--- config.mk ---
export PLATFORM = sky130hd
export DESIGN_NAME = au_audio_stream_decoder_flat
export DESIGN_NICKNAME = d
export VERILOG_FILES = /design/src/hw/rtl/au_pkg.sv /design/src/hw/rtl/au_stream_if.sv /design/src/hw/rtl/au_audio_stream_decoder.sv /design/src/hw/rtl/au_front.sv /design/src/hw/rtl/au_cmd_queue.sv /design/src/hw/rtl/au_back.sv /design/src/flat_wrapper.sv
export SDC_FILE = /design/constraint.sdc
export NUM_CORES = 1
export LEC_CHECK = 0
export BUFFER_PORTS_ARGS = -buffer_cell sky130_fd_sc_hd__buf_2
export CORE_UTILIZATION = 28
export CTS_CLUSTER_DIAMETER = 100
export DETAILED_ROUTE_END_ITERATION = 8
export SYNTH_ARGS = -nofsm -noshare
export SYNTH_HDL_FRONTEND = slang
export SYNTH_HIERARCHICAL = 1
export SYNTH_SLANG_ARGS = --single-unit
export TNS_END_PERCENT = 30
--- constraint.sdc ---
create_clock -name i_clk -period 25.6 [get_ports i_clk]
set_clock_uncertainty 0.2 [all_clocks]
set_input_delay 1.28 -clock i_clk [delete_from_list [all_inputs] [get_ports i_clk]]
set_output_delay 1.28 -clock i_clk [all_outputs]
set_load 0.01 [all_outputs]
--- src/hw/rtl/au_pkg.sv ---
// Shared types, codes and helpers for the AU stream decoder.
// Used by the front, command queue, back and top level; no dependencies.
`timescale 1ns / 1ps
`default_nettype none

package au_pkg;

    localparam int C_QUEUE_DEPTH = 2;

    localparam logic [14:0] C_HEADER_LIMIT_RESET = 15'd32767;
    localparam logic [31:0] C_HEADER_BYTES       = 32'd24;

    // ".snd" and ".sd\0" as they arrive, first byte in the top byte
    localparam logic [31:0] C_MAGIC_SND = 32'h2E736E64;
    localparam logic [31:0] C_MAGIC_SD  = 32'h2E736400;

    localparam logic [1:0] KIND_SAMPLE = 2'd0;
    localparam logic [1:0] KIND_INFO   = 2'd1;
    localparam logic [1:0] KIND_ERROR  = 2'd2;

    localparam logic [1:0] ENC_ULAW  = 2'd0;
    localparam logic [1:0] ENC_PCM8  = 2'd1;
    localparam logic [1:0] ENC_PCM16 = 2'd2;

    localparam logic [2:0] ERR_NONE     = 3'd0;
    localparam logic [2:0] ERR_MAGIC    = 3'd1;
    localparam logic [2:0] ERR_ENCODING = 3'd2;
    localparam logic [2:0] ERR_CHANNELS = 3'd3;
    localparam logic [2:0] ERR_OFFSET   = 3'd4;

    typedef enum logic [2:0] {
        OP_ULAW,
        OP_PCM8,
        OP_PCM16,
        OP_INFO,
        OP_ERROR
    } t_op;

    typedef struct packed {
        t_op         op;
        logic [7:0]  data;
        logic [7:0]  hi;
        logic        channel;
        logic [1:0]  encoding;
        logic [31:0] rate;
        logic [1:0]  channels;
        logic [31:0] size;
        logic [31:0] offset;
        logic [2:0]  err;
    } t_cmd;

    typedef struct packed {
        logic full;
        logic empty;
    } t_queue_status;

    // G.711 u-law expansion
    function automatic logic [15:0] ulaw_expand(input logic [7:0] b);
        logic [7:0]  u;
        logic [15:0] t;
        u = ~b;
        t = (16'({u[3:0], 3'b000}) + 16'h0084) << u[6:4];
        if (u[7]) begin
            ulaw_expand = 16'h0084 - t;
        end else begin
            ulaw_expand = t - 16'h0084;
        end
    endfunction

endpackage

`default_nettype wire

--- src/hw/rtl/au_stream_if.sv ---
// Channel interfaces of the AU stream decoder: byte input, result output
// and header limit write. No dependencies.
`timescale 1ns / 1ps
`default_nettype none

interface au_byte_if;
    logic       valid;
    logic       ready;
    logic [7:0] in_byte;
    logic       in_last;
    modport source (output valid, in_byte, in_last, input ready);
    modport sink   (input valid, in_byte, in_last, output ready);
endinterface

interface au_result_if;
    logic               valid;
    logic               ready;
    logic        [1:0]  kind;
    logic signed [15:0] sample;
    logic               channel;
    logic        [1:0]  encoding;
    logic        [31:0] sample_rate;
    logic        [1:0]  channels;
    logic signed [31:0] frame_count;
    logic        [31:0] data_offset;
    logic        [2:0]  error_code;
    modport source (output valid, kind, sample, channel, encoding, sample_rate,
                    channels, frame_count, data_offset, error_code, input ready);
    modport sink   (input valid, kind, sample, channel, encoding, sample_rate,
                    channels, frame_count, data_offset, error_code, output ready);
endinterface

interface au_cfg_if;
    logic        valid;
    logic        ready;
    logic [14:0] header_limit;
    modport source (output valid, header_limit, input ready);
    modport sink   (input valid, header_limit, output ready);
endinterface

`default_nettype wire

--- src/hw/rtl/au_audio_stream_decoder.sv ---
// Top level of the AU stream decoder: header limit register, front part,
// command queue and back part. Depends on au_pkg and au_stream_if.
//
// Usage:
//   i_in takes one byte of an AU file per transfer, with in_last on the
//   final byte; it accepts a byte every cycle while the command queue
//   has room. o_out gives one result per transfer: a header info or
//   header error after the header, then one 16-bit sample per u-law or
//   8-bit byte, or per byte pair for 16-bit data. Bytes of the skip area
//   and bytes after an error give no result.
//   i_cfg writes header_limit and is always ready; write it only while idle.
//   Timing: the command of a byte is written into the command queue as the
//   byte transfers, and moves into the result register once that register
//   is free. Throughput: one byte per cycle while the command queue has
//   room.
//   A stalled receiver holds the result register; the queue absorbs up to
//   QUEUE_DEPTH commands, then i_in.ready drops until o_out moves again.
//   Reset clears the parser, the queue and the result valid, and sets
//   header_limit to 32767. A transfer with in_last returns the parser to
//   the header after that byte; header_limit keeps its value.
`timescale 1ns / 1ps
`default_nettype none

module au_audio_stream_decoder import au_pkg::*; #(
    parameter int QUEUE_DEPTH = C_QUEUE_DEPTH
) (
    input  wire         i_clk,
    input  wire         i_rst_n,
    au_byte_if.sink     i_in,
    au_cfg_if.sink      i_cfg,
    au_result_if.source o_out
);

    logic [14:0]   r_header_limit;
    logic          push;
    logic          pop;
    t_cmd          front_cmd;
    t_cmd          head_cmd;
    t_queue_status q_status;

    assign i_cfg.ready = 1'b1;

    always_ff @(posedge i_clk) begin
        if (!i_rst_n) begin
            r_header_limit <= C_HEADER_LIMIT_RESET;
        end else if (i_cfg.valid) begin
            r_header_limit <= i_cfg.header_limit;
        end
    end

    au_front u_front (
        .i_clk          (i_clk),
        .i_rst_n        (i_rst_n),
        .i_in           (i_in),
        .i_header_limit (r_header_limit),
        .i_queue_full   (q_status.full),
        .o_push         (push),
        .o_cmd          (front_cmd)
    );

    au_cmd_queue #(
        .DEPTH (QUEUE_DEPTH)
    ) u_queue (
        .i_clk    (i_clk),
        .i_rst_n  (i_rst_n),
        .i_push   (push),
        .i_cmd    (front_cmd),
        .i_pop    (pop),
        .o_cmd    (head_cmd),
        .o_status (q_status)
    );

    au_back u_back (
        .i_clk       (i_clk),
        .i_rst_n     (i_rst_n),
        .i_cmd       (head_cmd),
        .i_cmd_valid (!q_status.empty),
        .o_pop       (pop),
        .o_out       (o_out)
    );

endmodule

`default_nettype wire

--- src/hw/rtl/au_front.sv ---
// Front part: accepts bytes, parses the header, tracks skip and sample
// assembly, and pushes commands. Depends on au_pkg and au_byte_if.
`timescale 1ns / 1ps
`default_nettype none

module au_front import au_pkg::*; (
    input  wire         i_clk,
    input  wire         i_rst_n,
    au_byte_if.sink     i_in,
    input  wire  [14:0] i_header_limit,
    input  wire         i_queue_full,
    output logic        o_push,
    output t_cmd        o_cmd
);

    typedef enum logic [1:0] {
        PH_HEADER,
        PH_SKIP,
        PH_DATA,
        PH_IDLE
    } t_phase;

    localparam logic [2:0] FLD_MAGIC    = 3'd0;
    localparam logic [2:0] FLD_OFFSET   = 3'd1;
    localparam logic [2:0] FLD_SIZE     = 3'd2;
    localparam logic [2:0] FLD_ENCODING = 3'd3;
    localparam logic [2:0] FLD_RATE     = 3'd4;

    t_phase      r_phase,  n_phase;
    logic [14:0] r_pos,    n_pos;
    logic [23:0] r_shift,  n_shift;
    logic [31:0] r_offset, n_offset;
    logic [31:0] r_size,   n_size;
    logic [1:0]  r_enc,    n_enc;
    logic [31:0] r_rate,   n_rate;
    logic        r_stereo, n_stereo;
    logic        r_toggle, n_toggle;
    logic [7:0]  r_hi,     n_hi;
    logic        r_odd,    n_odd;

    logic        fire;
    logic [31:0] word;
    logic [14:0] pos_inc;

    assign i_in.ready = !i_queue_full;
    assign fire       = i_in.valid && !i_queue_full;
    assign word       = {r_shift, i_in.in_byte};
    assign pos_inc    = r_pos + 15'd1;

    always_comb begin
        n_phase  = r_phase;
        n_pos    = r_pos;
        n_shift  = r_shift;
        n_offset = r_offset;
        n_size   = r_size;
        n_enc    = r_enc;
        n_rate   = r_rate;
        n_stereo = r_stereo;
        n_toggle = r_toggle;
        n_hi     = r_hi;
        n_odd    = r_odd;
        o_push   = 1'b0;
        o_cmd    = '0;
        o_cmd.op = OP_ERROR;

        if (fire) begin
            case (r_phase)
                PH_HEADER: begin
                    n_shift = word[23:0];
                    n_pos   = pos_inc;
                    if (r_pos[1:0] == 2'd3) begin
                        case (r_pos[4:2])
                            FLD_MAGIC: begin
                                if (word != C_MAGIC_SND && word != C_MAGIC_SD) begin
                                    o_push    = 1'b1;
                                    o_cmd.err = ERR_MAGIC;
                                    n_phase   = PH_IDLE;
                                end
                            end
                            FLD_OFFSET: begin
                                n_offset = word;
                                if (word < C_HEADER_BYTES || word > {17'd0, i_header_limit})
                                begin
                                    o_push    = 1'b1;
                                    o_cmd.err = ERR_OFFSET;
                                    n_phase   = PH_IDLE;
                                end
                            end
                            FLD_SIZE: begin
                                n_size = word;
                            end
                            FLD_ENCODING: begin
                                if (word == 32'd1) begin
                                    n_enc = ENC_ULAW;
                                end else if (word == 32'd2) begin
                                    n_enc = ENC_PCM8;
                                end else if (word == 32'd3) begin
                                    n_enc = ENC_PCM16;
                                end else begin
                                    o_push    = 1'b1;
                                    o_cmd.err = ERR_ENCODING;
                                    n_phase   = PH_IDLE;
                                end
                            end
                            FLD_RATE: begin
                                n_rate = word;
                            end
                            default: begin
                                o_push = 1'b1;
                                if (word != 32'd1 && word != 32'd2) begin
                                    o_cmd.err = ERR_CHANNELS;
                                    n_phase   = PH_IDLE;
                                end else begin
                                    n_stereo       = (word == 32'd2);
                                    o_cmd.op       = OP_INFO;
                                    o_cmd.encoding = r_enc;
                                    o_cmd.rate     = r_rate;
                                    o_cmd.channels = word[1:0];
                                    o_cmd.size     = r_size;
                                    o_cmd.offset   = r_offset;
                                    n_phase = (r_offset <= C_HEADER_BYTES) ? PH_DATA : PH_SKIP;
                                end
                            end
                        endcase
                    end
                end
                PH_SKIP: begin
                    n_pos = pos_inc;
                    if ({17'd0, pos_inc} >= r_offset) begin
                        n_phase = PH_DATA;
                    end
                end
                PH_DATA: begin
                    o_cmd.data    = i_in.in_byte;
                    o_cmd.hi      = r_hi;
                    o_cmd.channel = r_toggle;
                    case (r_enc)
                        ENC_ULAW: begin
                            o_push   = 1'b1;
                            o_cmd.op = OP_ULAW;
                        end
                        ENC_PCM8: begin
                            o_push   = 1'b1;
                            o_cmd.op = OP_PCM8;
                        end
                        default: begin
                            if (!r_odd) begin
                                n_hi  = i_in.in_byte;
                                n_odd = 1'b1;
                            end else begin
                                n_odd    = 1'b0;
                                o_push   = 1'b1;
                                o_cmd.op = OP_PCM16;
                            end
                        end
                    endcase
                    if (o_push) begin
                        n_toggle = r_stereo ? ~r_toggle : 1'b0;
                    end
                end
                default: begin
                end
            endcase

            if (i_in.in_last) begin
                n_phase  = PH_HEADER;
                n_pos    = '0;
                n_shift  = '0;
                n_offset = '0;
                n_size   = '0;
                n_enc    = ENC_ULAW;
                n_rate   = '0;
                n_stereo = 1'b0;
                n_toggle = 1'b0;
                n_hi     = '0;
                n_odd    = 1'b0;
            end
        end
    end

    always_ff @(posedge i_clk) begin
        if (!i_rst_n) begin
            r_phase  <= PH_HEADER;
            r_pos    <= '0;
            r_shift  <= '0;
            r_offset <= '0;
            r_size   <= '0;
            r_enc    <= ENC_ULAW;
            r_rate   <= '0;
            r_stereo <= 1'b0;
            r_toggle <= 1'b0;
            r_hi     <= '0;
            r_odd    <= 1'b0;
        end else begin
            r_phase  <= n_phase;
            r_pos    <= n_pos;
            r_shift  <= n_shift;
            r_offset <= n_offset;
            r_size   <= n_size;
            r_enc    <= n_enc;
            r_rate   <= n_rate;
            r_stereo <= n_stereo;
            r_toggle <= n_toggle;
            r_hi     <= n_hi;
            r_odd    <= n_odd;
        end
    end

endmodule

`default_nettype wire

--- src/hw/rtl/au_cmd_queue.sv ---
// Short command queue between the front and back parts.
// Depends on au_pkg for the command and status types.
`timescale 1ns / 1ps
`default_nettype none

module au_cmd_queue import au_pkg::*; #(
    parameter int DEPTH = C_QUEUE_DEPTH
) (
    input  wire           i_clk,
    input  wire           i_rst_n,
    input  wire           i_push,
    input  t_cmd          i_cmd,
    input  wire           i_pop,
    output t_cmd          o_cmd,
    output t_queue_status o_status
);

    localparam int AW = (DEPTH > 1) ? $clog2(DEPTH) : 1;
    localparam int CW = $clog2(DEPTH + 1);

    t_cmd          r_mem [DEPTH];
    logic [AW-1:0] r_wr_ptr;
    logic [AW-1:0] r_rd_ptr;
    logic [CW-1:0] r_count;

    assign o_cmd          = r_mem[r_rd_ptr];
    assign o_status.full  = (r_count == CW'(DEPTH));
    assign o_status.empty = (r_count == '0);

    always_ff @(posedge i_clk) begin
        if (i_push) begin
            r_mem[r_wr_ptr] <= i_cmd;
        end
    end

    always_ff @(posedge i_clk) begin
        if (!i_rst_n) begin
            r_wr_ptr <= '0;
            r_rd_ptr <= '0;
            r_count  <= '0;
        end else begin
            if (i_push) begin
                r_wr_ptr <= (r_wr_ptr == AW'(DEPTH - 1)) ? '0 : r_wr_ptr + AW'(1);
            end
            if (i_pop) begin
                r_rd_ptr <= (r_rd_ptr == AW'(DEPTH - 1)) ? '0 : r_rd_ptr + AW'(1);
            end
            if (i_push && !i_pop) begin
                r_count <= r_count + CW'(1);
            end else if (!i_push && i_pop) begin
                r_count <= r_count - CW'(1);
            end
        end
    end

endmodule

`default_nettype wire

--- src/hw/rtl/au_back.sv ---
// Back part: expands samples, computes the frame count and holds the
// result register. Depends on au_pkg and au_result_if.
`timescale 1ns / 1ps
`default_nettype none

module au_back import au_pkg::*; (
    input  wire         i_clk,
    input  wire         i_rst_n,
    input  t_cmd        i_cmd,
    input  wire         i_cmd_valid,
    output logic        o_pop,
    au_result_if.source o_out
);

    logic               r_valid;
    logic        [1:0]  r_kind,     n_kind;
    logic signed [15:0] r_sample,   n_sample;
    logic               r_channel,  n_channel;
    logic        [1:0]  r_encoding, n_encoding;
    logic        [31:0] r_rate,     n_rate;
    logic        [1:0]  r_channels, n_channels;
    logic signed [31:0] r_frames,   n_frames;
    logic        [31:0] r_offset,   n_offset;
    logic        [2:0]  r_err,      n_err;

    logic [1:0]  shift;
    logic [31:0] bias;
    logic [31:0] biased;

    assign o_pop = i_cmd_valid && (!r_valid || o_out.ready);

    // truncate toward zero: bias negative sizes before the shift
    assign shift  = 2'(i_cmd.encoding == ENC_PCM16) + 2'(i_cmd.channels == 2'd2);
    assign bias   = i_cmd.size[31] ? ((32'd1 << shift) - 32'd1) : 32'd0;
    assign biased = i_cmd.size + bias;

    always_comb begin
        n_kind     = KIND_SAMPLE;
        n_sample   = '0;
        n_channel  = 1'b0;
        n_encoding = '0;
        n_rate     = '0;
        n_channels = '0;
        n_frames   = '0;
        n_offset   = '0;
        n_err      = ERR_NONE;
        case (i_cmd.op)
            OP_ULAW: begin
                n_sample  = ulaw_expand(i_cmd.data);
                n_channel = i_cmd.channel;
            end
            OP_PCM8: begin
                n_sample  = {i_cmd.data, 8'h00};
                n_channel = i_cmd.channel;
            end
            OP_PCM16: begin
                n_sample  = {i_cmd.hi, i_cmd.data};
                n_channel = i_cmd.channel;
            end
            OP_INFO: begin
                n_kind     = KIND_INFO;
                n_encoding = i_cmd.encoding;
                n_rate     = i_cmd.rate;
                n_channels = i_cmd.channels;
                n_frames   = $signed(biased) >>> shift;
                n_offset   = i_cmd.offset;
            end
            OP_ERROR: begin
                n_kind = KIND_ERROR;
                n_err  = i_cmd.err;
            end
            default: begin
            end
        endcase
    end

    always_ff @(posedge i_clk) begin
        if (!i_rst_n) begin
            r_valid <= 1'b0;
        end else if (o_pop) begin
            r_valid <= 1'b1;
        end else if (o_out.ready) begin
            r_valid <= 1'b0;
        end
    end

    always_ff @(posedge i_clk) begin
        if (o_pop) begin
            r_kind     <= n_kind;
            r_sample   <= n_sample;
            r_channel  <= n_channel;
            r_encoding <= n_encoding;
            r_rate     <= n_rate;
            r_channels <= n_channels;
            r_frames   <= n_frames;
            r_offset   <= n_offset;
            r_err      <= n_err;
        end
    end

    assign o_out.valid       = r_valid;
    assign o_out.kind        = r_kind;
    assign o_out.sample      = r_sample;
    assign o_out.channel     = r_channel;
    assign o_out.encoding    = r_encoding;
    assign o_out.sample_rate = r_rate;
    assign o_out.channels    = r_channels;
    assign o_out.frame_count = r_frames;
    assign o_out.data_offset = r_offset;
    assign o_out.error_code  = r_err;

endmodule

`default_nettype wire

--- src/flat_wrapper.sv ---
// flat-port wrapper written by rule: the top's interface ports become plain ports
module au_audio_stream_decoder_flat import au_pkg::*;
#(
    parameter int QUEUE_DEPTH = C_QUEUE_DEPTH
)
  (i_clk, i_rst_n, i_in_valid, i_in_in_byte, i_in_in_last, i_in_ready, i_cfg_valid, i_cfg_header_limit, i_cfg_ready, o_out_valid, o_out_kind, o_out_sample, o_out_channel, o_out_encoding, o_out_sample_rate, o_out_channels, o_out_frame_count, o_out_data_offset, o_out_error_code, o_out_ready);
  au_byte_if i_in_i ();
  au_cfg_if i_cfg_i ();
  au_result_if o_out_i ();
  input  wire i_clk;
  input  wire i_rst_n;
  input wire logic [$bits(i_in_i.valid)-1:0] i_in_valid;
  input wire logic [$bits(i_in_i.in_byte)-1:0] i_in_in_byte;
  input wire logic [$bits(i_in_i.in_last)-1:0] i_in_in_last;
  output wire logic [$bits(i_in_i.ready)-1:0] i_in_ready;
  input wire logic [$bits(i_cfg_i.valid)-1:0] i_cfg_valid;
  input wire logic [$bits(i_cfg_i.header_limit)-1:0] i_cfg_header_limit;
  output wire logic [$bits(i_cfg_i.ready)-1:0] i_cfg_ready;
  output wire logic [$bits(o_out_i.valid)-1:0] o_out_valid;
  output wire logic [$bits(o_out_i.kind)-1:0] o_out_kind;
  output wire logic [$bits(o_out_i.sample)-1:0] o_out_sample;
  output wire logic [$bits(o_out_i.channel)-1:0] o_out_channel;
  output wire logic [$bits(o_out_i.encoding)-1:0] o_out_encoding;
  output wire logic [$bits(o_out_i.sample_rate)-1:0] o_out_sample_rate;
  output wire logic [$bits(o_out_i.channels)-1:0] o_out_channels;
  output wire logic [$bits(o_out_i.frame_count)-1:0] o_out_frame_count;
  output wire logic [$bits(o_out_i.data_offset)-1:0] o_out_data_offset;
  output wire logic [$bits(o_out_i.error_code)-1:0] o_out_error_code;
  input wire logic [$bits(o_out_i.ready)-1:0] o_out_ready;
  assign i_in_i.valid = i_in_valid;
  assign i_in_i.in_byte = i_in_in_byte;
  assign i_in_i.in_last = i_in_in_last;
  assign i_in_ready = i_in_i.ready;
  assign i_cfg_i.valid = i_cfg_valid;
  assign i_cfg_i.header_limit = i_cfg_header_limit;
  assign i_cfg_ready = i_cfg_i.ready;
  assign o_out_valid = o_out_i.valid;
  assign o_out_kind = o_out_i.kind;
  assign o_out_sample = o_out_i.sample;
  assign o_out_channel = o_out_i.channel;
  assign o_out_encoding = o_out_i.encoding;
  assign o_out_sample_rate = o_out_i.sample_rate;
  assign o_out_channels = o_out_i.channels;
  assign o_out_frame_count = o_out_i.frame_count;
  assign o_out_data_offset = o_out_i.data_offset;
  assign o_out_error_code = o_out_i.error_code;
  assign o_out_i.ready = o_out_ready;
  au_audio_stream_decoder #(.QUEUE_DEPTH(QUEUE_DEPTH)) u_core (.i_clk(i_clk), .i_rst_n(i_rst_n), .i_in(i_in_i), .i_cfg(i_cfg_i), .o_out(o_out_i));
endmodule
After elaboration in Yosys (flattened, before gate mapping)
Memories as Yosys holds them, arrays and structs flattened. A register that Yosys moved wholly into a read port is not among the register bits.
Index checks and enable logic that the tools add are counted.
{ "totals": {"ram_bits": 246, "output_inout_bits": 125, "regBits": 292, "word_cells": 225, "mem_count": 1} }
{ "memory_table": {"columns": ["memory", "words", "word_bits", "rd", "rd_clocked_by_memory_dff", "wr", "line", "text"], "rows": [
  ["u_core.u_queue.r_mem", 2, 123, 1, 1, 1, "au_cmd_queue.sv:21", "t_cmd r_mem [DEPTH];"]
]} }
{ "classes": {"n_addsub": 11, "mux": 98, "n_lt_le_gt_ge": 4, "shifts": 3, "reduce_logical": 47, "bitwise_logic": 2, "eq_ne": 34} }
{ "ops": {"columns": ["op", "count"], "rows": [
  ["$mux 32", 13],
  ["$mux 103", 2],
  ["$mux 100", 2],
  ["$mux 123", 1],
  ["$eq 32x2->1 const B", 2],
  ["$ne 32x30->1 const B", 2],
  ["$mux 24", 2],
  ["$pmux 16 s3", 1],
  ["$mux 2", 23],
  ["$mux 1", 33],
  ["$add 32x32->32", 1],
  ["$eq 32x1->1 const B", 1],
  ["$ge 15x32->1", 1],
  ["$gt 32x15->1", 1],
  ["$le 32x5->1 const B", 1],
  ["$lt 32x5->1 const B", 1],
  ["$mux 8", 4],
  ["$ne 32x1->1 const B", 1],
  ["$ne 32x2->1 const B", 1],
  ["$shl 1x2->32 const A", 1],
  ["$sshr 32x2->32", 1],
  ["$sub 32x1->32 const B", 1],
  ["$mux 15", 2],
  ["$reduce_bool 2->1", 11],
  ["44 further kinds", 90]
]} }

Depth between registers and ports, before layout
Gate-level depths: netlist (run 1).
{ "logic_depth": {"word_depth": 12, "depth_mapped": 23, "mapped_depth_nobuf": 17} }

Modules after synthesis
Netlist (run 1), hierarchy kept.
{ "modules_own_cells": {"columns": ["module", "cells_per_inst", "instances", "area_each_um2", "seq_area_each_um2"], "rows": [
  ["au_cmd_queue", 405, 1, 9381.5, 7487.2],
  ["au_front", 1083, 1, 8285.4, 3002.9],
  ["au_back", 766, 1, 7826.3, 3683.5],
  ["au_audio_stream_decoder", 51, 1, 556.8, 300.3]
]} }

Worst setup path after synthesis (run 1)
OpenSTA, ideal clock, no wires.
{ "synth_path": {"path_type": "input to register", "start": "input port i_in_in_byte[6]", "end": "memory u_core/u_queue/r_mem[0][0] (netlist bit) (enable)", "path_buffers": 0, "t_arrival_ns": 8.153, "path_stages": 7, "path_slack_ns": 16.626, "required_ns": 24.779, "path_cell_list": "or4_4 -> a2111oi_0 -> nor2_1 -> o21ai_0 -> a21oi_1 -> a21oi_1 -> nor2b_1"} }
{ "synth_via": {"elab_chain_cells": 10, "word_cells_on_any_way": 20} }
{ "synth_lines": {"columns": ["item", "line", "text"], "rows": [
  ["from (decl)", "flat_wrapper.sv:13", "input wire logic [$bits(i_in_i.in_byte)-1:0] i_in_in_byte;"],
  ["branches (longest 4 deep; another with $lt 32x5->1)", null, null],
  ["$pmux 1 s4 *", "au_front.sv:72", "case (r_pos[4:2])"],
  ["$mux 1 *", "au_front.sv:71", "if (r_pos[1:0] == 2'd3) begin"],
  ["$pmux 1 s2 *", "au_front.sv:67", "case (r_phase)"],
  ["$mux 1 *", "au_front.sv:66", "if (fire) begin"],
  ["net u_core.push", "au_audio_stream_decoder.sv:35", "logic push;"],
  ["$mux 1 *", "au_cmd_queue.sv:31", "if (i_push) begin"],
  ["$mux 1 (not written as such) *", "au_cmd_queue.sv:32", "r_mem[r_wr_ptr] <= i_cmd;"],
  ["to (decl)", "au_cmd_queue.sv:21", null]
]} }
Mark *: on every way through the listed nets, which the timed path passes.

==> results of run 1 <==
[cells by family (layout without fill, tap and decap cells)]
kind of cell	Yosys count	after routing	synth area share [%]
xor gates and xnor gates	50	50	1.68
and+or+nand+nor	851	851	16.5
DFF	539	539	55.6
buffers and inverters	186	348	3.12
adders and majority gates	70	70	3.39
other	1	1	0.0144
AOI/OAI and AO/OA	440	440	11.6
muxes	168	168	8.18
[cell type report]
cell class | count | area [sq um]
clock buffer | 79 | 1650
clock inverter | 37 | 432
fill | 9348 | 61900
inverter | 59 | 221
multi-input combinational | 1580 | 10800
sequential | 539 | 14500
tap | 1243 | 1560
timing repair buffer | 173 | 921
[placed cells by master (no fill, tap or decap), types with 7 or more instances in the layout]
cell | synthesis | layout
ha_1 | 69 | 69
dfxtp_1 | 171 | 170
clkbuf_16 | 0 | 61
nor3_1 | 26 | 26
nand2_1 | 348 | 348
xnor2_1 | 23 | 23
clkbuf_1 | 93 | 12
nor2_1 | 87 | 86
xor2_1 | 27 | 27
a22oi_1 | 24 | 24
nor2b_1 | 74 | 72
clkinv_2 | 0 | 10
a211oi_1 | 26 | 26
and3_1 | 34 | 34
a31oi_1 | 12 | 12
o211ai_1 | 9 | 9
a21o_1 | 9 | 9
buf_4 | 1 | 22
mux2_2 | 60 | 60
nor4_1 | 26 | 24
nand4_1 | 15 | 15
mux2_4 | 70 | 70
nand2b_1 | 7 | 7
inv_1 | 58 | 57
clkinv_1 | 1 | 8
o22ai_1 | 15 | 15
edfxtp_1 | 368 | 368
o21a_1 | 14 | 14
nand3_1 | 20 | 20
buf_2 | 12 | 151
mux2i_1 | 36 | 36
a21boi_0 | 124 | 124
and2_1 | 172 | 171
o31ai_1 | 7 | 7
a21oi_1 | 86 | 86
o21ai_0 | 59 | 59
[registers in the layout (all words and copies together) (netlist names), 3 cells and up, named ones only]
name	flops
u_core/u_queue/r_mem	246
u_core/u_front/r_shift	24
u_core/u_front/r_hi	8
u_core/u_front/r_rate	32
u_core/u_back/o_out.error_code	3
u_core/u_back/o_out.sample	16
u_core/u_front/r_offset	32
u_core/u_back/o_out.frame_count	32
u_core/r_header_limit	15
u_core/u_front/r_size	32
u_core/u_back/o_out.sample_rate	32
u_core/u_front/r_pos	15
u_core/u_back/o_out.data_offset	32
[synthesized netlist by cell type (14+ instances only)]
cell type,count
a21boi_0,124
a211oi_1,26
nor4_1,26
and2_1,172
xor2_1,27
nand2_1,348
o21a_1,14
nor3_1,26
a21oi_1,86
dfxtp_1,171
nor2_1,87
nand4_1,15
o21ai_0,59
edfxtp_1,368
a22oi_1,24
inv_1,58
nand3_1,20
and3_1,34
xnor2_1,23
nor2b_1,74
clkbuf_1,93
mux2i_1,36
ha_1,69
o22ai_1,15
mux2_4,70
mux2_2,60
[critical path, delay by kind of cell (launching register included)]
kind	cells	cell delay [ps]
and+or+nand+nor	9	2460
buffers and inverters	4	1480
adders and majority gates	3	850
DFF	1	650
muxes	1	360
AOI/OAI and AO/OA	1	260
[final timing paths]
| path | from | slack (ps) | cells past startpoint | end |
|---|---|---|---|---|
| setup / recovery | flip-flop | 19090 | 18 | u_core/u_back/o_out.frame_count[27] |
| hold / removal | u_core/u_front/r_size[30] | 260 | 2 | u_core/u_front/r_size[30] |
| setup reg to reg | flip-flop | 19090 | 18 | u_core/u_back/o_out.frame_count[27] |
| hold reg to reg | u_core/u_front/r_size[30] | 260 | 2 | u_core/u_front/r_size[30] |
[metal layers]
layer,track usage (%),share of wire [%],vias to the layer above
li1,-,-,8518
met1,17.5,46,8351
met2,22.0,47,358
met3,2.23,4.4,87
met4,3.82,2.3,4
met5,0,0.049,-
[report_power, final]
part	switching, mW	internal (mW)	total [mW]
clock	0.370	0.522	0.892
sequential	0.0441	1.05	1.10
combinational	0.406	0.256	0.663
total	0.821	1.83	2.65
[through the flow]
stage	std cells	util, %
5_1_grt	3710	32.7
2_1_floorplan	2305	-
3_3_place_gp	3594	30.5
6_report	3710	32.7
3_5_place_dp	3594	30.5
4_1_cts	3710	32.7
==> impl_metrics.py, run 1 <==
metrics = {
    "setup_path": {
        "path_cells": "buf_4 -> mux2_4 -> nor2b_1 -> ha_1 -> buf_4 -> inv_1 -> nor2_1 -> inv_1 -> ha_1 -> and2_1 -> ha_1 -> nand4_1 -> or3_4 -> nor4_4 -> nor4_2 -> or3b_4 -> and3b_1 -> o31a_1",
        "crit_fanout": 41,
        "cpMostUsedCell": "ha_1",
        "cp.required_ps": 25780,
        "worst_path_max_delay_cell": "buf_4",
        "arrival_ps": 6690,
        "max_stage_delay_ps": 670,
        "crit_path_start_kind": "flip-flop",
        "endpoint_kind": "flip-flop",
        "criticalPathCategory": "flip-flop to flip-flop",
    },
    "finish": {
        "drive_gt1_share_pct": 17.7,
        "antenna-diode-count": 0,
        "postLayoutCellArea_sq_um": 30100,
        "nNetsFinal": 2513,
        "area_delta_synth_final_pct": 15.5,
    },
    "floorplan": {
        "die_area_sq_um": 94300,
        "die_y_um": 307,
        "dieWidth_um": 307,
        "io_pins": 154,
        "rows": 111,
        "core_sq_um": 91900,
        "floorplan.initialDensity_pct": 28.3,
    },
    "global_route": {
        "antenna_found_initial": 3,
        "grt_pass1_vias": 16800,
        "grt_pass1_wl_um": 97900,
        "grtUsageTotal_pct": 13.2,
        "grt.overflow.total": 0,
        "grt_max_degree": 125,
    },
    "routing": {
        "viasPerCell": 4.67,
        "vias": 17300,
        "antenna_left": 0,
        "avgRoutedWirePerCell_um": 17.1,
        "drc": 0,
        "routed_wl_um": 63600,
        "first_pass_iters": 5,
        "first_iter_violations": 1207,
    },
    "yosys": {
        "postSynthCellCount": 2305,
        "ys_seq_area_share_pct": 55.6,
        "synth_nets": 2404,
        "async_flop_share_pct": 0,
        "synth-seq-cells": 539,
        "synth.top_cell.area_share_pct": 42.4,
        "yosysUniqueCellTypes": 90,
        "ys_top_cells_by_area": "edfxtp_1, dfxtp_1, nand2_1",
        "ys.warnings.count": 6,
        "avgSynthCellArea_sq_um": 11.3,
        "yosys.area.top_type": "edfxtp_1",
        "netlist_area_sq_um": 26000,
        "synth_edf_count": 368,
        "synthFlopType": "edfxtp_1",
    },
    "place": {
        "gp_congestion": 0.860,
        "placed_cell_area_sq_um": 28000,
        "dp_hpwl_um": 43300,
        "preCtsSetupSlack_ps": 19040,
        "port_buffers": 152,
    },
    "sta": {
        "finalWorstPathRequiredPeriod_ps": 6510,
        "maxSlewViolCount": 0,
        "period_share_pct": 25.4,
        "setup_slack_ps": 19090,
        "fmax_mhz": 154,
        "tightest_slew_ps": 1190,
        "rsz0062_at_grt": "false",
        "timing.slew.headroom_pct": 20.5,
        "tns_ps": 0,
        "setup_violations": 0,
        "hold_slack_ps": 261,
        "hold_violations": 0,
    },
    "pwr": {
        "power_mw": 2.65,
        "ir_worst_vdd_mv": 0.0497,
        "power_leakage_nw": 11.4,
        "powerDensity_nw_per_um2": 88.1,
    },
    "clocking": {
        "clk_latency_ps": 650,
        "cts.sinks": 539,
        "clk_pin_slew_ps": 60,
        "ctsRootBufferMaster": "clkbuf_16",
        "cts_buffers": 61,
        "clockBufferDepth": 3,
        "cts_post_setup_buffers_inserted": 0,
        "cts_tree": "built",
        "cts_resized": 0,
        "cts.hold.buffers_added": 0,
        "cts_max_level": 2,
    },
    "min_path": {
        "hold_class": "flip-flop to flip-flop",
    },
    "status": {
        "status": "finished, final reports clean",
    },
    "flow_run": {
        "cap_violations": 0,
    },
}
Power figures use the tool's default switching activity.
==> run 2: changes to the inputs <==
- clock period: 25.6 -> 5.45 ns (I/O delays scaled with it)
==> impl_metrics.py, run 2 (synthesis results as in run 1) <==
metrics = {
    "status": {
        "status": "finished, final reports clean",
    },
    "finish": {
        "antenna-diode-count": 0,
        "regMostFlops": "u_core/u_queue/r_mem",
        "nNetsFinal": 2565,
        "largest_reg_flops": 246,
        "postLayoutCoreUtil_pct": 33.1,
        "postLayoutCellArea_sq_um": 30500,
        "final_common_cell": "edfxtp_1",
        "area_delta_synth_final_pct": 17.0,
        "final_cell_mix": "edfxtp_1, nand2_1, and2_1",
        "drive_gt1_share_pct": 17.0,
    },
    "sta": {
        "hold_violations": 0,
        "setup_violations": 0,
        "finalWorstPathRequiredPeriod_ps": 5040,
        "maxSlewViolCount": 0,
        "tightest_slew_ps": 1240,
        "period_share_pct": 92.5,
        "timing.slew.headroom_pct": 17.3,
        "hold_slack_ps": 6.01,
        "fmax_mhz": 198,
        "rsz0062_at_grt": "false",
    },
    "routing": {
        "viasPerCell": 4.67,
        "first_pass_iters": 5,
        "first_iter_violations": 1128,
        "vias": 17600,
        "routed_wl_um": 64000,
        "antenna_left": 0,
        "avgRoutedWirePerCell_um": 17.0,
        "drc": 0,
    },
    "setup_path": {
        "crit_end": "u_core/u_back/o_out.frame_count[27]",
        "reg2regPathDepth": 16,
        "cp.required_ps": 5660,
        "criticalPathCategory": "flip-flop to flip-flop",
        "path_cells": "mux2_2 -> nor2b_1 -> ha_1 -> inv_1 -> nor2_1 -> inv_1 -> ha_1 -> and2_1 -> ha_1 -> nand4_1 -> or3_4 -> nor4_4 -> nor4_2 -> or3b_4 -> and3b_1 -> o31a_1",
        "endpoint_kind": "flip-flop",
        "crit_path_start_kind": "flip-flop",
        "r2r_end": "u_core/u_back/o_out.frame_count[27]",
        "crit_fanout": 15,
        "worst_path_max_delay_cell": "dfxtp_4",
        "arrival_ps": 5250,
        "reg2reg_slack_ps": 410,
        "max_stage_delay_ps": 500,
        "cpMostUsedCell": "ha_1",
    },
    "clocking": {
        "clk_pin_slew_ps": 60,
        "cts_max_level": 2,
        "cts_buffers": 61,
        "clk_latency_ps": 670,
        "cts_resized": 0,
        "cts_tree": "built",
        "cts.sinks": 539,
        "ctsRootBufferMaster": "clkbuf_16",
        "clockBufferDepth": 3,
    },
    "pwr": {
        "ir_worst_vdd_mv": 0.299,
        "power_mw": 12.3,
        "power_leakage_nw": 11.5,
        "powerDensity_nw_per_um2": 402,
    },
    "global_route": {
        "grt_max_degree": 124,
        "grt_pass1_wl_um": 98800,
        "grt_pass1_vias": 17100,
        "antenna_found_initial": 3,
        "grt.overflow.total": 0,
        "grtUsageTotal_pct": 13.3,
    },
    "floorplan": {
        "core_sq_um": 91900,
        "dieWidth_um": 307,
        "die_y_um": 307,
        "io_pins": 154,
        "floorplan.initialDensity_pct": 28.3,
        "die_area_sq_um": 94300,
        "rows": 111,
    },
    "min_path": {
        "hold_class": "input pin to flip-flop",
    },
    "place": {
        "gp_congestion": 0.880,
        "dp_hpwl_um": 43200,
        "port_buffers": 152,
        "placed_cell_area_sq_um": 28100,
    },
    "flow_run": {
        "cap_violations": 0,
    },
}
-- run 2: stage by stage --
| stage | setup WS [ps] | TNS [ps] | std cells |
|---|---|---|---|
| 2_1_floorplan | -214 | -963 | 2305 |
| 3_3_place_gp | 511 | 0 | 3602 |
| 3_5_place_dp | 455 | 0 | 3602 |
| 4_1_cts | 439 | 0 | 3762 |
| 5_1_grt | 115 | 0 | 3762 |
| 6_report | 411 | 0 | 3762 |
-- run 2: metal layers --
layer,wire length (um),global-route usage (%)
met3,2800,2.30
met1,29200,17.4
met2,30400,22.2
met4,1530,4.39
met5,27,0
-- run 2: where the power goes --
part           switching (mW)  internal [mW]
clock                    1.71           2.24
sequential              0.183           4.94
combinational            1.93           1.25
-- run 2: timing repair --
| item | in CTS | in global routing |
|---|---|---|
| setup buffers | 0 | 0 |
| endpoints found under the hold margin | 53 | 0 |
| hold buffers | 44 | 0 |
-- run 2: worst min-delay path by stage --
stage / slack, ps / start / depth (start not counted) / to
after floorplan: 130 / i_rst_n / 1 / u_core/r_header_limit[0]
after global placement: 250 / u_core/u_front/r_size[27] / 2 / u_core/u_front/r_size[27]
after detailed placement: 250 / u_core/u_front/r_size[27] / 2 / u_core/u_front/r_size[27]
after CTS: 2 / i_rst_n / 2 / u_core/r_header_limit[2]
after global routing: 60 / i_rst_n / 2 / u_core/r_header_limit[7]
final: 6 / i_rst_n / 2 / u_core/r_header_limit[1]
-- run 2: area by class of cell --
class | instances | area [sq um]
clock inverter | 34 | 322
sequential | 539 | 14500
fill | 9251 | 61500
clock buffer | 82 | 1620
timing repair buffer | 225 | 1470
tap | 1243 | 1560
multi-input combinational | 1580 | 10800
inverter | 59 | 221
-- run 2: critical path, delay by kind of cell (launching register included) --
kind,cells,cell delay (ps)
flip-flops,1,500
adder cells (fa/ha/maj),3,980
buffers and inverters,2,140
AND/OR/NAND/NOR,9,2320
multiplexers,1,380
AO/OA/AOI/OAI,1,270
==> run 3: changes to the inputs <==
- ABC_AREA: default -> 0
- BUFFER_PORTS_ARGS: -buffer_cell sky130_fd_sc_hd__buf_2 -> -buffer_cell sky130_fd_sc_hd__buf_4
==> impl_metrics.py, run 3 (synthesis results as in run 1) <==
metrics = {
    "setup_path": {
        "crit_fanout": 8,
        "reg2reg_slack_ps": 540,
        "endpoint_kind": "flip-flop",
        "reg2regPathDepth": 18,
        "cp.required_ps": 5670,
        "arrival_ps": 5120,
        "criticalPathCategory": "flip-flop to flip-flop",
        "crit_path_start_kind": "flip-flop",
        "r2r_end": "u_core/u_back/o_out.frame_count[22]",
    },
    "sta": {
        "finalWorstPathRequiredPeriod_ps": 4910,
        "tightest_slew_ps": 1160,
        "timing.slew.headroom_pct": 22.3,
        "setup_violations": 0,
        "setup_slack_ps": 542,
        "rsz0062_at_grt": "false",
        "fmax_mhz": 204,
        "hold_violations": 0,
        "tns_ps": 0,
        "period_share_pct": 90.0,
        "hold_slack_ps": 49.3,
        "maxSlewViolCount": 0,
    },
    "routing": {
        "viasPerCell": 4.70,
        "drc": 0,
        "routed_wl_um": 65100,
        "first_pass_iters": 5,
        "avgRoutedWirePerCell_um": 17.2,
        "antenna_left": 0,
        "vias": 17800,
        "first_iter_violations": 1187,
    },
    "floorplan": {
        "die_area_sq_um": 94300,
        "dieWidth_um": 307,
        "io_pins": 154,
        "rows": 111,
        "core_sq_um": 91900,
        "floorplan.initialDensity_pct": 28.3,
        "die_y_um": 307,
    },
    "min_path": {
        "worstHoldEndpoint": "u_core/u_front/r_toggle",
        "min_path_cells": 3,
        "hold_start": "i_in_in_last",
        "hold_class": "input pin to flip-flop",
    },
    "pwr": {
        "power_mw": 13.0,
        "powerDensity_nw_per_um2": 413,
        "power_leakage_nw": 11.9,
        "ir_worst_vdd_mv": 0.475,
    },
    "finish": {
        "regArea_sq_um": 14500,
        "nNetsFinal": 2594,
        "postLayoutCellArea_sq_um": 31400,
        "largest_reg_flops": 246,
        "regMostFlops": "u_core/u_queue/r_mem",
        "final_common_cell": "edfxtp_1",
        "multiInputGateArea_sq_um": 10800,
        "area_delta_synth_final_pct": 20.4,
        "drive_gt1_share_pct": 18.0,
        "nFillCells": 9161,
        "antenna-diode-count": 0,
        "final_cell_mix": "edfxtp_1, nand2_1, buf_4",
    },
    "clocking": {
        "clockBufferDepth": 3,
        "cts_buffers": 60,
        "cts_resized": 0,
        "clk_latency_ps": 680,
        "clk_pin_slew_ps": 60,
        "cts_post_setup_buffers_inserted": 0,
        "cts.sinks": 539,
        "cts_tree": "built",
        "cts.hold.buffers_added": 64,
        "ctsRootBufferMaster": "clkbuf_16",
        "cts_max_level": 2,
    },
    "global_route": {
        "grtUsageTotal_pct": 13.6,
        "antenna_found_initial": 0,
        "grt_pass1_vias": 17500,
        "grt_pass1_wl_um": 101000,
        "grt.overflow.total": 0,
        "grt_max_degree": 125,
    },
    "flow_run": {
        "cap_violations": 0,
    },
    "place": {
        "preCtsSetupSlack_ps": 528,
        "gp_congestion": 0.870,
        "placed_cell_area_sq_um": 28600,
        "port_buffers": 152,
        "dp_hpwl_um": 44000,
    },
    "status": {
        "status": "finished, final reports clean",
    },
}
-- run 3: metal layers --
metal	GRT usage, %	vias to the layer above	share of wire, %
li1	-	8688	-
met1	17.7	8598	45
met2	23.2	400	48
met3	2.21	102	3.9
met4	4.21	0	2.5
met5	0	-	0
-- run 3: metrics by stage --
stage / utilization, % / instances
floorplan: - / 2305
global placement: 31.1 / 3612
detailed placement: 31.1 / 3612
CTS: 34.1 / 3788
global route: 34.1 / 3788
finish: 34.1 / 3788
-- run 3: power by group --
part	total, mW	switching (mW)	internal (mW)
Clock	4.40	1.78	2.62
Combinational	3.43	1.96	1.47
Sequential	5.13	0.182	4.95
Total	13.0	3.93	9.03
-- run 3: layout make-up --
type / count / area share, %
clock buffers: 67 / 5.00
clock inverters: 45 / 1.89
inverters: 59 / 0.706
multi-input cells: 1580 / 34.5
flip-flops and latches: 539 / 46.1
well taps: 1243 / 4.96
repair buffers: 255 / 6.85
-- run 3: worst max-delay path, cell delays in order, from the launching register on --
cell	delay, ps
dfxtp_4	420
mux2_2	360
nor2b_1	160
ha_1	300
inv_1	60
nor2_1	140
inv_1	80
ha_1	260
and2_1	310
ha_1	370
a21oi_1	190
o22ai_1	110
buf_4	160
o31ai_2	360
nand2_1	140
a21boi_0	280
xnor2_1	160
mux4_2	470
and2_1	160
-- run 3: worst max-delay path by stage --
stage	cells past startpoint	slack [ps]	endpoint
global placement	14	570	u_core/u_back/o_out.frame_count[27]
CTS	14	530	u_core/u_back/o_out.frame_count[29]
detailed placement	14	530	u_core/u_back/o_out.frame_count[27]
finish	18	540	u_core/u_back/o_out.frame_count[22]
floorplan	18	-210	u_core/u_back/o_out.frame_count[27]
global route	14	170	u_core/u_back/o_out.frame_count[22]
